`src/sv/stdc_pkg.sv`:
```
package stdc_pkg;

  localparam int DEPTH   = 131072;
  localparam int ADDR_W  = $clog2(DEPTH);
  localparam int NUM_W   = 40;
  localparam int LEN_W   = 18;
  localparam int PRIME_W = 20;
  localparam int DVS_W   = 20;
  localparam int IDX_W   = ((LEN_W > PRIME_W) ? LEN_W : PRIME_W) + 1;
  localparam int STEP_W  = $clog2(NUM_W + 1);

  localparam logic [1:0] CMD_START  = 2'd0;
  localparam logic [1:0] CMD_SIEVE  = 2'd1;
  localparam logic [1:0] CMD_FINISH = 2'd2;

  localparam logic [2:0] SEL_LOW_P = 3'd0;
  localparam logic [2:0] SEL_R_P   = 3'd1;
  localparam logic [2:0] SEL_T_P   = 3'd2;
  localparam logic [2:0] SEL_T_R   = 3'd3;
  localparam logic [2:0] SEL_T_DVS = 3'd4;

  localparam logic [1:0] REG_LOW = 2'd0;
  localparam logic [1:0] REG_LEN = 2'd1;
  localparam logic [1:0] REG_DVS = 2'd2;

  typedef struct packed {
    logic       idx_clr;
    logic       cnt_clr;
    logic       p_load;
    logic       sq_load;
    logic       fill_wr;
    logic       div_go;
    logic [2:0] div_sel;
    logic       idx_from_rem;
    logic       idx_step_p;
    logic       idx_inc;
    logic       rt_load;
    logic       r_from_q;
    logic       t_sub_q;
    logic       sieve_wr;
    logic       fin_wr;
    logic       cnt_inc;
  } dp_cmd_t;

  typedef struct packed {
    logic len_zero;
    logic idx_last;
    logic sieve_ok;
    logic walk_end;
    logic walk_skip;
    logic div_done;
    logic rem_zero;
    logic r_zero;
    logic r_gt1;
    logic dvs_zero;
  } dp_stat_t;

endpackage

```
`src/sv/stdc_ctrl.sv`:
```
module stdc_ctrl (
  input  logic               clk,
  input  logic               rst,
  input  logic               accept,
  input  logic [1:0]         command,
  input  stdc_pkg::dp_stat_t stat,
  output stdc_pkg::dp_cmd_t  cmd,
  output logic               busy,
  output logic               done
);

  localparam logic [4:0] S_IDLE  = 5'd0;
  localparam logic [4:0] S_FILL  = 5'd1;
  localparam logic [4:0] S_SQ    = 5'd2;
  localparam logic [4:0] S_CHK   = 5'd3;
  localparam logic [4:0] S_MODW  = 5'd4;
  localparam logic [4:0] S_WALK  = 5'd5;
  localparam logic [4:0] S_SRD   = 5'd6;
  localparam logic [4:0] S_RDIV  = 5'd7;
  localparam logic [4:0] S_RWAIT = 5'd8;
  localparam logic [4:0] S_TWAIT = 5'd9;
  localparam logic [4:0] S_FRD   = 5'd10;
  localparam logic [4:0] S_FLD   = 5'd11;
  localparam logic [4:0] S_FCHK  = 5'd12;
  localparam logic [4:0] S_FPW   = 5'd13;
  localparam logic [4:0] S_FCNT  = 5'd14;
  localparam logic [4:0] S_FDW   = 5'd15;
  localparam logic [4:0] S_FNXT  = 5'd16;
  localparam logic [4:0] S_DONE  = 5'd17;

  logic [4:0] state;
  logic [4:0] state_next;

  always_ff @(posedge clk) begin
    if (rst) begin
      state <= S_IDLE;
    end else begin
      state <= state_next;
    end
  end

  always_comb begin
    cmd        = '0;
    state_next = state;
    case (state)
      S_IDLE: begin
        if (accept) begin
          case (command)
            stdc_pkg::CMD_START: begin
              cmd.idx_clr = 1'b1;
              state_next  = stat.len_zero ? S_IDLE : S_FILL;
            end
            stdc_pkg::CMD_SIEVE: begin
              cmd.p_load = 1'b1;
              state_next = S_SQ;
            end
            stdc_pkg::CMD_FINISH: begin
              cmd.idx_clr = 1'b1;
              cmd.cnt_clr = 1'b1;
              state_next  = stat.len_zero ? S_DONE : S_FRD;
            end
            default: state_next = S_IDLE;
          endcase
        end
      end
      S_FILL: begin
        cmd.fill_wr = 1'b1;
        if (stat.idx_last) begin
          state_next = S_IDLE;
        end
      end
      S_SQ: begin
        cmd.sq_load = 1'b1;
        state_next  = S_CHK;
      end
      S_CHK: begin
        if (stat.sieve_ok) begin
          cmd.div_go  = 1'b1;
          cmd.div_sel = stdc_pkg::SEL_LOW_P;
          state_next  = S_MODW;
        end else begin
          state_next = S_IDLE;
        end
      end
      S_MODW: begin
        if (stat.div_done) begin
          cmd.idx_from_rem = 1'b1;
          state_next       = S_WALK;
        end
      end
      S_WALK: begin
        if (stat.walk_end) begin
          state_next = S_IDLE;
        end else if (stat.walk_skip) begin
          cmd.idx_step_p = 1'b1;
        end else begin
          state_next = S_SRD;
        end
      end
      S_SRD: begin
        cmd.rt_load = 1'b1;
        state_next  = S_RDIV;
      end
      S_RDIV: begin
        cmd.div_go = 1'b1;
        if (stat.r_zero) begin
          cmd.div_sel = stdc_pkg::SEL_T_P;
          state_next  = S_TWAIT;
        end else begin
          cmd.div_sel = stdc_pkg::SEL_R_P;
          state_next  = S_RWAIT;
        end
      end
      S_RWAIT: begin
        if (stat.div_done) begin
          if (stat.rem_zero) begin
            cmd.r_from_q = 1'b1;
            state_next   = S_RDIV;
          end else begin
            cmd.div_go  = 1'b1;
            cmd.div_sel = stdc_pkg::SEL_T_P;
            state_next  = S_TWAIT;
          end
        end
      end
      S_TWAIT: begin
        if (stat.div_done) begin
          cmd.sieve_wr   = 1'b1;
          cmd.idx_step_p = 1'b1;
          state_next     = S_WALK;
        end
      end
      S_FRD: state_next = S_FLD;
      S_FLD: begin
        cmd.rt_load = 1'b1;
        state_next  = S_FCHK;
      end
      S_FCHK: begin
        if (stat.r_gt1) begin
          cmd.div_go  = 1'b1;
          cmd.div_sel = stdc_pkg::SEL_T_R;
          state_next  = S_FPW;
        end else begin
          state_next = S_FCNT;
        end
      end
      S_FPW: begin
        if (stat.div_done) begin
          cmd.t_sub_q = 1'b1;
          state_next  = S_FCNT;
        end
      end
      S_FCNT: begin
        cmd.fin_wr = 1'b1;
        if (stat.dvs_zero) begin
          state_next = S_FNXT;
        end else begin
          cmd.div_go  = 1'b1;
          cmd.div_sel = stdc_pkg::SEL_T_DVS;
          state_next  = S_FDW;
        end
      end
      S_FDW: begin
        if (stat.div_done) begin
          cmd.cnt_inc = stat.rem_zero;
          state_next  = S_FNXT;
        end
      end
      S_FNXT: begin
        if (stat.idx_last) begin
          state_next = S_DONE;
        end else begin
          cmd.idx_inc = 1'b1;
          state_next  = S_FRD;
        end
      end
      S_DONE: state_next = S_IDLE;
      default: state_next = S_IDLE;
    endcase
  end

  assign busy = state != S_IDLE;
  assign done = state == S_DONE;

  a_done_pulse: assert property (@(posedge clk) disable iff (rst) done |=> !done)
    else $error("result strobe longer than one cycle");
  a_div_wait: assert property (@(posedge clk) disable iff (rst)
    stat.div_done |-> (state == S_MODW || state == S_RWAIT || state == S_TWAIT ||
                       state == S_FPW || state == S_FDW))
    else $error("divider finished outside a wait state");
  a_sieve_busy: assert property (@(posedge clk) disable iff (rst)
    accept && command == stdc_pkg::CMD_SIEVE |=> busy)
    else $error("sieve command not taken");
  a_one_wr: assert property (@(posedge clk) disable iff (rst)
    $onehot0({cmd.fill_wr, cmd.sieve_wr, cmd.fin_wr}))
    else $error("store write conflict");

endmodule
```
`config.mk`:
```
export PLATFORM = sky130hd
export DESIGN_NAME = stdc_ctrl
export DESIGN_NICKNAME = d
export VERILOG_FILES = /design/src/sv/stdc_pkg.sv /design/src/sv/stdc_ctrl.sv
export SDC_FILE = /design/constraint.sdc
export NUM_CORES = 1
export LEC_CHECK = 0
export ABC_AREA = 1
export BUFFER_PORTS_ARGS = -buffer_cell sky130_fd_sc_hd__clkbuf_2
export CORE_ASPECT_RATIO = 1.1
export CORE_MARGIN = 2
export CORE_UTILIZATION = 30
export CTS_BUF_LIST = sky130_fd_sc_hd__clkbuf_16
export DETAILED_ROUTE_END_ITERATION = 6
export GPL_ROUTABILITY_DRIVEN = 0
export SYNTH_ARGS = -nofsm -noshare
export SYNTH_HDL_FRONTEND = slang
export SYNTH_SLANG_ARGS = --single-unit
```
`constraint.sdc`:
```
create_clock -name clk -period 1.9 [get_ports clk]
set_input_delay 0.19 -clock clk [delete_from_list [all_inputs] [get_ports clk]]
set_output_delay 0.19 -clock clk [all_outputs]
set_load 0.01 [all_outputs]
```
==> impl_results.md, run 1 <==
* ANT nets after route at 0
* Antenna violations before repair at 0
* Vias at 1086
* Post-synth top cells: nand2_1, nor2_1, inv_1
* CP cell instances: nor2_4, inv_1, nor2_4, nand2_1, nand2_1, nor2_1, nand3_1, clkbuf_2
* Yosys reg bits at 5
* Count of pins over their slew limit at 0
* Final Cycle Share at 0.9138
* CP Depth at 8
* Slowest cell on the critical path: dfxtp_1
* Largest registers: state x5
* Synth area leader: nand2_1
* Critical path data arrival time at 1550 ps
* Post-route cell area at 1106 um2
* Slew at the pin closest to its max-slew limit at roughly 320 ps
* Status: finished, final reports clean
* Number of buffers on the longest clock path at 2
* Worst vdd ir at between 0.8 and 0.9 mV
* Share of cells above drive strength 1 at 0.3228
* Clk sink count at 5
* MaxCap Viol Count at 0
* Number of flops mapped to enable cells by yosys at 0
* Fin util at 0.4308
* All-Layer GR Usage at 0.1714
* Ant diodes at 0
* CTS buffer count at 3
* Drt drc at 0
* Top delay family on crit path: simple AND/OR/NAND/NOR gates
* Critical path buffers and inverters at 2
* First-pass GRT wire length at 4.071 mm
* Ranking of synthesized cells by area: nand2_1, dfxtp_1, nor2_1
* Synth cell types at 21
* Synth Instances at around 150
* Remaining Overflow, GRT at 0
* Most numerous cell in the Yosys netlist: nand2_1
* Reg2reg end: state[0]
* Final Hold Fails at 0
* Largest net degree at the start of global routing at 10
* Deepest level of the CTS H-tree at 1
* Setup crit end kind: primary output
* Setup CP Type: reg -> out
* Fin cells at 220
* Reg-to-Reg Start: state[1]
* Syn Nets at 167
* Top cell type's share of synthesized area at 0.1952
* Core Region at between 2000 and 3000 um2
* Relative slew slack at 0.7866
* Max Freq at about 580 MHz
* First-pass iteration count of the detailed router at 4
* Synthesis-to-layout area growth at 33.74%
* Initial cell density of the core at 0.3221
* Avg Cell Area, Syn at 5.441 um2
* Reg with most FFs: state
* Critical Path Max Stage Delay at 370 ps
* Vias in the first global route at about 1000
* Vias per cell at 4.936
* Register area share after synthesis at 0.1210
* Rows at 19
* Post-DP HPWL at 2.145 mm
* Synthesized area at 827.0 um2
* Period minus WS final at about 1700 ps
* Asr flop ratio synth at 0
* Initial DRC Count at 19
* Power Total at about 1.3 mW
* TNS Setup at 0 ps
* Critical Path Start: state[1]
* Hold path endpoint: state[2]
* DIE AREA at roughly 3200 um2
* HP Class: in -> reg
* IO Port Bufs at 34
* Slack of the critical path at ~160 ps
* Ys Warns at 0
* Setup-failing EPs final at 0
* RSZ-0062 raised after global routing: false
* Worst hold path cell count at 2
* Die extent in y at between 50 and 60 um
* P_leak at 0.6639 nW
* DR WL/cell at 11.31 um
* Final net count at 205
* Worst-skew pair later-pin latency at approximately 230 ps
* Hold wc startpoint: rst
* Pre-CTS setup slack at 358.9 ps
* Worst-case reg-to-reg path depth at 8
* # resized after CTS at 0
* Final wirelength at approximately 2.5 mm
* Flop2flop setup slack at roughly 330 ps
* TritonCTS clock tree: done
* Final clock skew at between 0.3 and 0.4 ps
* Post-DP Area at 1025 um2
* Hold buffer count at cts at 0
* Chip width at 54.06 um
* # Post-CTS Setup Buffers at 0
* Hold WS at 186.5 ps
* Worst Setup Start Kind: flop
* Max reg flops at 5
* Cell Pwr Density at 1175 nW/um2
* Number of primary I/O pins at 35
* Worst path required time at 1710 ps
* Top_reg_cell synth: dfxtp_1
* CTS root buffer: clkbuf_16
* Post-Place Cells at 216
* Clk slew on worst S/H paths at 30 ps
* Maximum fanout along the worst path at 7
==> how the worst max path moves through the flow <==
stage | endpoint | slack (ps)
final | cmd[12] | 160
after global routing | cmd[12] | 10
after CTS | cmd[12] | 120
after detailed placement | cmd[12] | 360
after global placement | cmd[12] | 370
after floorplan | state[0] | 590
==> layout by cell type (no fill, tap or decap) <==
cell / n
nand2_1: 43
clkbuf_2: 34
nor2_1: 24
inv_1: 22
nand3_1: 14
nand4_1: 7
nor2_4: 6
nor2_2: 5
a21oi_1: 5
nand3_2: 4
nor4_1: 3
o21ai_0: 3
clkbuf_16: 3
dfxtp_1: 3
inv_2: 2
nand2_2: 2
o21ai_1: 2
dfxtp_2: 2
inv_4: 1
nand3_4: 1
nor3b_1: 1
nor3_1: 1
buf_4: 1
==> layer usage <==
metal | global-route usage | wire length [um]
met5 | 0 | 0
met4 | 0.09286 | 83
met3 | 0.03030 | 185
met2 | 0.2805 | 1159
met1 | 0.2092 | 1058
==> logic make-up (layout without fill, tap and decap cells) <==
kind of cell	Yosys count	after routing	share of synthesized area
compound gates	10	10	0.06050
buf+inv	26	63	0.1347
flops	5	5	0.1210
simple gates	111	111	0.6838
==> final cells by class <==
| cell class | count | area (um2) |
|---|---|---|
| fillers | 289 | 1461 |
| clock buffers | 3 | 75.07 |
| multi-input cells | 121 | 615.6 |
| flip-flops and latches | 5 | 102.6 |
| inverters | 24 | 92.59 |
| repair buffers | 35 | 177.7 |
| well taps | 31 | 38.79 |
| clock inverters | 1 | 3.754 |
==> report_power, final <==
part / switching [mW] / internal [mW] / leakage (nW)
combinational: 0.497 / 0.257 / 0.580
sequential: 0.0690 / 0.137 / 0.0417
clock: 0.0670 / 0.272 / 0.0423
total: 0.633 / 0.667 / 0.664
Note: power is estimated with default switching activity, not from simulation.
==> run 2, diff against run 1 <==
- ABC_AREA: 1 -> unset
==> impl_results.md, run 2 <==
* Synthesis-to-layout area growth at 45.86%
* Worst hold path cell count at 3
* Setup CP Type: reg -> out
* Yosys reg bits at 5
* Asr flop ratio synth at 0
* Top_reg_cell synth: dfxtp_1
* Worst-skew pair later-pin latency at 220 ps
* Initial cell density of the core at 0.3079
* Relative slew slack at 0.7398
* Deepest level of the CTS H-tree at 1
* Synth Instances at 122
* DIE AREA at 3211 um2
* Reg with most FFs: state
* Most common cell after layout, fill and taps aside: clkbuf_2
* All-Layer GR Usage at 0.1883
* Clk slew on worst S/H paths at 30 ps
* Reg2reg end: state[1]
* IO Port Bufs at 34
* Antenna violations before repair at 0
* Synthesized area at ~830 um2
* Post-route cell area at 1214 um2
* Most numerous cell in the Yosys netlist: nor2_1
* Register area share after synthesis at 0.1203
* Max Freq at 549.0 MHz
* MaxCap Viol Count at 0
* Fin cells at 199
* Final clock skew at 0.04836 ps
* Final net count at 182
* Final wirelength at between 2 and 3 mm
* First-pass GRT wire length at 4.505 mm
* Grt met1 use at 0.2419
* Setup crit end kind: primary output
* Slack of the critical path at 78.61 ps
* Post-DP Area at 1112 um2
* Clk sink count at 5
* Syn Nets at ~140
* # Post-CTS Setup Buffers at 0
* Status: finished, final reports clean
* GR peak layer: met2
* Die extent in y at 59.24 um
* Routing usage on met3 at 0.01263
* Drt drc at 0
* Max reg flops at 5
* ANT nets after route at 0
* TritonCTS clock tree: done
* Initial DRC Count at 45
* Largest registers: state x5
* Maximum fanout along the worst path at 9
* Setup-failing EPs final at 0
* Largest net degree at the start of global routing at 21
* Avg Cell Area, Syn at 6.820 um2
* Pre-CTS setup slack at around 0.22 ps
* First-pass iteration count of the detailed router at 4
* CTS buffer count at 3
* Core Region at 2703 um2
* Post-synth top cells: nor2_1, inv_1, buf_2
* Vias per cell at 5.568
* Ranking of synthesized cells by area: dfxtp_1, nor2_1, nor2b_1
* Vias at ~1100
* Period minus WS final at 1821 ps
* Count of pins over their slew limit at 0
* HP Class: in -> reg
* Ys Warns at 0
* Worst-case reg-to-reg path depth at 6
* Slew at the pin closest to its max-slew limit at 389.5 ps
* RSZ-0062 raised after global routing: false
* Vias in the first global route at about 1000
* Commonest cells after routing, fill and taps aside: clkbuf_2, nor2_1, buf_4, inv_1, nor2b_1
* Worst vdd ir at 0.5312 mV
* Hold path endpoint: state[3]
* Synth cell types at 44
* Reg-to-Reg Start: state[1]
* Number of flops mapped to enable cells by yosys at 0
* Hold wc startpoint: rst
* Chip width at 54.22 um
* Cell Pwr Density at 1023 nW/um2
* Final Hold Fails at 0
* Fin util at 0.4491
* Flop2flop setup slack at 170 ps
* Number of primary I/O pins at 35
* Synth area leader: dfxtp_1
* Top cell type's share of synthesized area at 0.1203
* P_leak at about 0.57 nW
* DR WL/cell at approximately 15 um
* Ant diodes at 0
* Post-Place Cells at roughly 200
* TNS Setup at 0 ps
* Rows at 20
* Post-DP HPWL at between 2 and 2.5 mm
* CTS root buffer: clkbuf_16
* Number of buffers on the longest clock path at 2
* Worst Setup Start Kind: flop
* Met2 usage at 0.3064
* Final Cycle Share at 0.9586
* Worst path required time at ~1700 ps
* Critical path data arrival time at 1630 ps
* Share of cells above drive strength 1 at 0.4157
* Remaining Overflow, GRT at 0
## run 2: changes by cell type after synthesis, sizes merged, moves of 4 or more
cell     previous run  this run
buf                 2         8
nor2               35        18
nand3              19         3
o211ai              0         5
nand4               7         1
inv                24         9
and3                0         4
o2bb2ai             0         4
nand2              45         6
nor2b               0         7
nor3                1         6
## run 2: metrics by stage
step                hold slack (ps)  total power [mW]
finish                        281.2             1.241
global route                  297.1             1.315
CTS                           291.4             1.224
detailed placement            519.7            0.8711
global placement              517.8            0.8552
floorplan                     358.5            0.6225
## run 2: metal layers
layer  wire length (um)  vias up
met4                 52        0
met2               1355       53
met5                  0        -
met1               1311      501
met3                190        8
li1                   -      546
## run 2: where the power goes
group | total, mW | leakage, nW | internal, mW | switching, mW
Combinational | 0.709 | 0.481 | 0.307 | 0.401
Sequential | 0.197 | 0.0424 | 0.131 | 0.0659
Clock | 0.336 | 0.0423 | 0.272 | 0.0636
## run 2: worst max path at each step
stage                  start  endpoint  slack, ps  depth (start not counted)
floorplan           state[2]   cmd[12]        280                          6
global placement    state[1]  state[4]         50                          5
detailed placement  state[1]  state[4]        0.2                          5
CTS                 state[1]   cmd[12]          3                          5
global route        state[3]   cmd[16]         20                          6
finish              state[3]   cmd[16]         80                          6
## run 2: timing repair
item / 4_1_cts / 5_1_grt
endpoints found under the hold margin: 0 / 0
pin swaps: 0 / 0
hold buffers: 0 / 0
resized for setup: 3 / 7
gates cloned: 0 / 0
endpoints found under the setup margin: 8 / 4
## run 2: layout make-up
class,instances,area (um2)
clock buffer,3,75.07
clock inverter,1,3.754
fill,277,1489
inverter,9,33.78
multi-input combinational,99,668.1
sequential,5,105.1
tap,33,41.29
timing repair buffer,49,286.5
## run 2: cell families (layout without fill, tap and decap cells)
group	Yosys count	count (layout)	synth area share
XOR/XNOR	1	1	0.01053
multiplexers	1	1	0.01203
AO/OA/AOI/OAI	34	34	0.3173
AND/OR/NAND/NOR	63	63	0.4466
flip-flops	5	5	0.1203
buffers and inverters	18	62	0.09323
## run 2: worst max-delay path: stages (launching register included)
cell	delay [ps]
dfxtp_2	320
buf_6	130
nor3_2	290
nand2_2	150
nor3_1	200
and2_1	170
clkbuf_2	130
==> run 3, diff against run 2 <==
--- a/config.mk
+++ b/config.mk
@@ -8,2 +8,3 @@
 export BUFFER_PORTS_ARGS = -buffer_cell sky130_fd_sc_hd__clkbuf_2
+export CAP_MARGIN = 20
 export CORE_ASPECT_RATIO = 1.1
--- a/constraint.sdc
+++ b/constraint.sdc
@@ -3,2 +3,2 @@
 set_output_delay 0.19 -clock clk [all_outputs]
-set_load 0.01 [all_outputs]
+set_load 0.1 [all_outputs]
==> impl_results.md, run 3 (same netlist as run 2, synthesis figures left out) <==
* Clk sink count at 5
* Final Cycle Share at 0.9796
* Worst Setup Start Kind: flop
* Initial cell density of the core at 0.3079
* Number of buffers on the longest clock path at 2
* Reg2reg end: state[1]
* Worst hold path cell count at 3
* Chip width at around 54 um
* First-pass GRT wire length at between 4 and 5 mm
* CTS root buffer: clkbuf_16
* Slew at the pin closest to its max-slew limit at between 400 and 500 ps
* Worst path required time at 1710 ps
* Final Hold Fails at 0
* Commonest cells after routing, fill and taps aside: buf_4, buf_12, clkbuf_2, nor2_1, inv_1
* Worst vdd ir at 1.450 mV
* TritonCTS clock tree: done
* Final net count at 190
* Vias per cell at 5.575
* Largest registers: state x5
* Count of pins over their slew limit at 0
* Reg-to-Reg Start: state[0]
* CTS buffer count at 3
* Setup crit end kind: primary output
* Hold path endpoint: state[4]
* Synthesis-to-layout area growth at 114.1%
* ANT nets after route at 0
* Power Total at 2.003 mW
* Clk slew on worst S/H paths at 30 ps
* Most common cell after layout, fill and taps aside: buf_4
* HP Class: in -> reg
* Core Region at around 2700 um2
* IO Port Bufs at 34
* Critical path data arrival time at around 1700 ps
* P_leak at 0.7226 nW
* Share of cells above drive strength 1 at 0.5690
* Max reg flops at 5
* Final clock skew at 2.176 ps
* Hold wc startpoint: stat[9]
* Vias in the first global route at 1083
* Worst-case reg-to-reg path depth at 7
* Flop2flop setup slack at around 180 ps
* Post-route cell area at 1782 um2
* Setup-failing EPs final at 0
* Maximum fanout along the worst path at 5
* Reg with most FFs: state
* Worst-skew pair later-pin latency at 230 ps
* Critical Path Start: state[0]
* DR WL/cell at 15.18 um
* Final wirelength at 3.142 mm
* Largest net degree at the start of global routing at 18
* Setup CP Type: reg -> out
* Status: finished, final reports clean
* Rows at 20
* MaxCap Viol Count at 0
* Relative slew slack at 0.6749
* Period minus WS final at roughly 1900 ps
* First-pass iteration count of the detailed router at 4
* DIE AREA at 3211 um2
* All-Layer GR Usage at 0.2072
* Ant diodes at 0
* Die extent in y at 59.24 um
* RSZ-0062 raised after global routing: true
* Number of primary I/O pins at 35
* Vias at 1154
* Drt drc at 0
* Antenna violations before repair at 0
* Max Freq at 537.3 MHz
* Remaining Overflow, GRT at 0
* Hold buffer count at cts at 0
* Post-DP HPWL at 2.430 mm
* Deepest level of the CTS H-tree at 1
* Filler instances at 215
* Post-DP Area at 1610 um2
* Cell Pwr Density at 1124 nW/um2
* Initial DRC Count at 37
-- run 3: cell count changes in the layout (fill, tap and decap cells not counted), moves of 3 or more --
| cell | delta |
|---|---|
| nor2_2 | +4 |
| nor3_1 | -3 |
| nor3_4 | +4 |
| nor2_1 | -5 |
| clkbuf_2 | -19 |
| buf_4 | +7 |
| buf_12 | +20 |
| nor4_4 | +4 |
| nor4_1 | -3 |
-- run 3: area by class of cell --
class | instances | area (um2) | area share
clock buffer | 3 | 75.07 | 0.04213
multi-input combinational | 99 | 868.3 | 0.4874
tap | 33 | 41.29 | 0.02317
clock inverter | 1 | 3.754 | 0.002107
timing repair buffer | 57 | 644.4 | 0.3617
inverter | 9 | 37.54 | 0.02107
sequential | 5 | 111.4 | 0.06250
-- run 3: critical path, stage by stage (launching register included) --
cell,delay [ps]
dfxtp_2,340
buf_6,140
or2_4,250
nor4_4,240
buf_4,150
nor2_2,50
o41ai_4,60
buf_12,220
-- run 3: per-layer routing --
| layer | global-route usage | wire [um] |
|---|---|---|
| met3 | 0.03030 | 256 |
| met1 | 0.2593 | 1259 |
| met2 | 0.3546 | 1555 |
| met4 | 0.07143 | 72 |
| met5 | 0 | 0 |
-- run 3: per-stage QoR --
| stage | util | worst slack [ps] | hold slack (ps) | instances | setup TNS [ps] |
|---|---|---|---|---|---|
| 5_1_grt | 0.6593 | -12.98 | 294.1 | 207 | -12.98 |
| 6_report | 0.6593 | 38.77 | 273.9 | 207 | 0 |
| 4_1_cts | 0.6421 | 11.02 | 277.4 | 203 | 0 |
| 2_1_floorplan | - | -518.0 | 350.9 | 122 | -1415 |
| 3_3_place_gp | 0.5958 | 197.3 | 482.1 | 195 | 0 |
| 3_5_place_dp | 0.5958 | 158.4 | 489.9 | 195 | 0 |
-- run 3: repair_timing --
item | 4_1_cts | 5_1_grt
pin swaps | 4 | 3
setup buffers | 4 | 3
gates resized for setup | 5 | 5
cloned | 0 | 1
setup endpoints to repair | 9 | 8
-- run 3: how the worst max path moves through the flow --
stage	endpoint	slack, ps	depth (start not counted)
3_5_place_dp	cmd[16]	160	6
5_1_grt	cmd[12]	-10	7
6_report	cmd[12]	40	7
3_3_place_gp	state[2]	200	5
2_1_floorplan	cmd[16]	-520	5
4_1_cts	cmd[6]	10	5
-- run 3: power by group --
group          internal (mW)  switching [mW]
sequential             0.134          0.0733
combinational          0.587           0.868
clock                  0.273          0.0690
total                  0.993            1.01
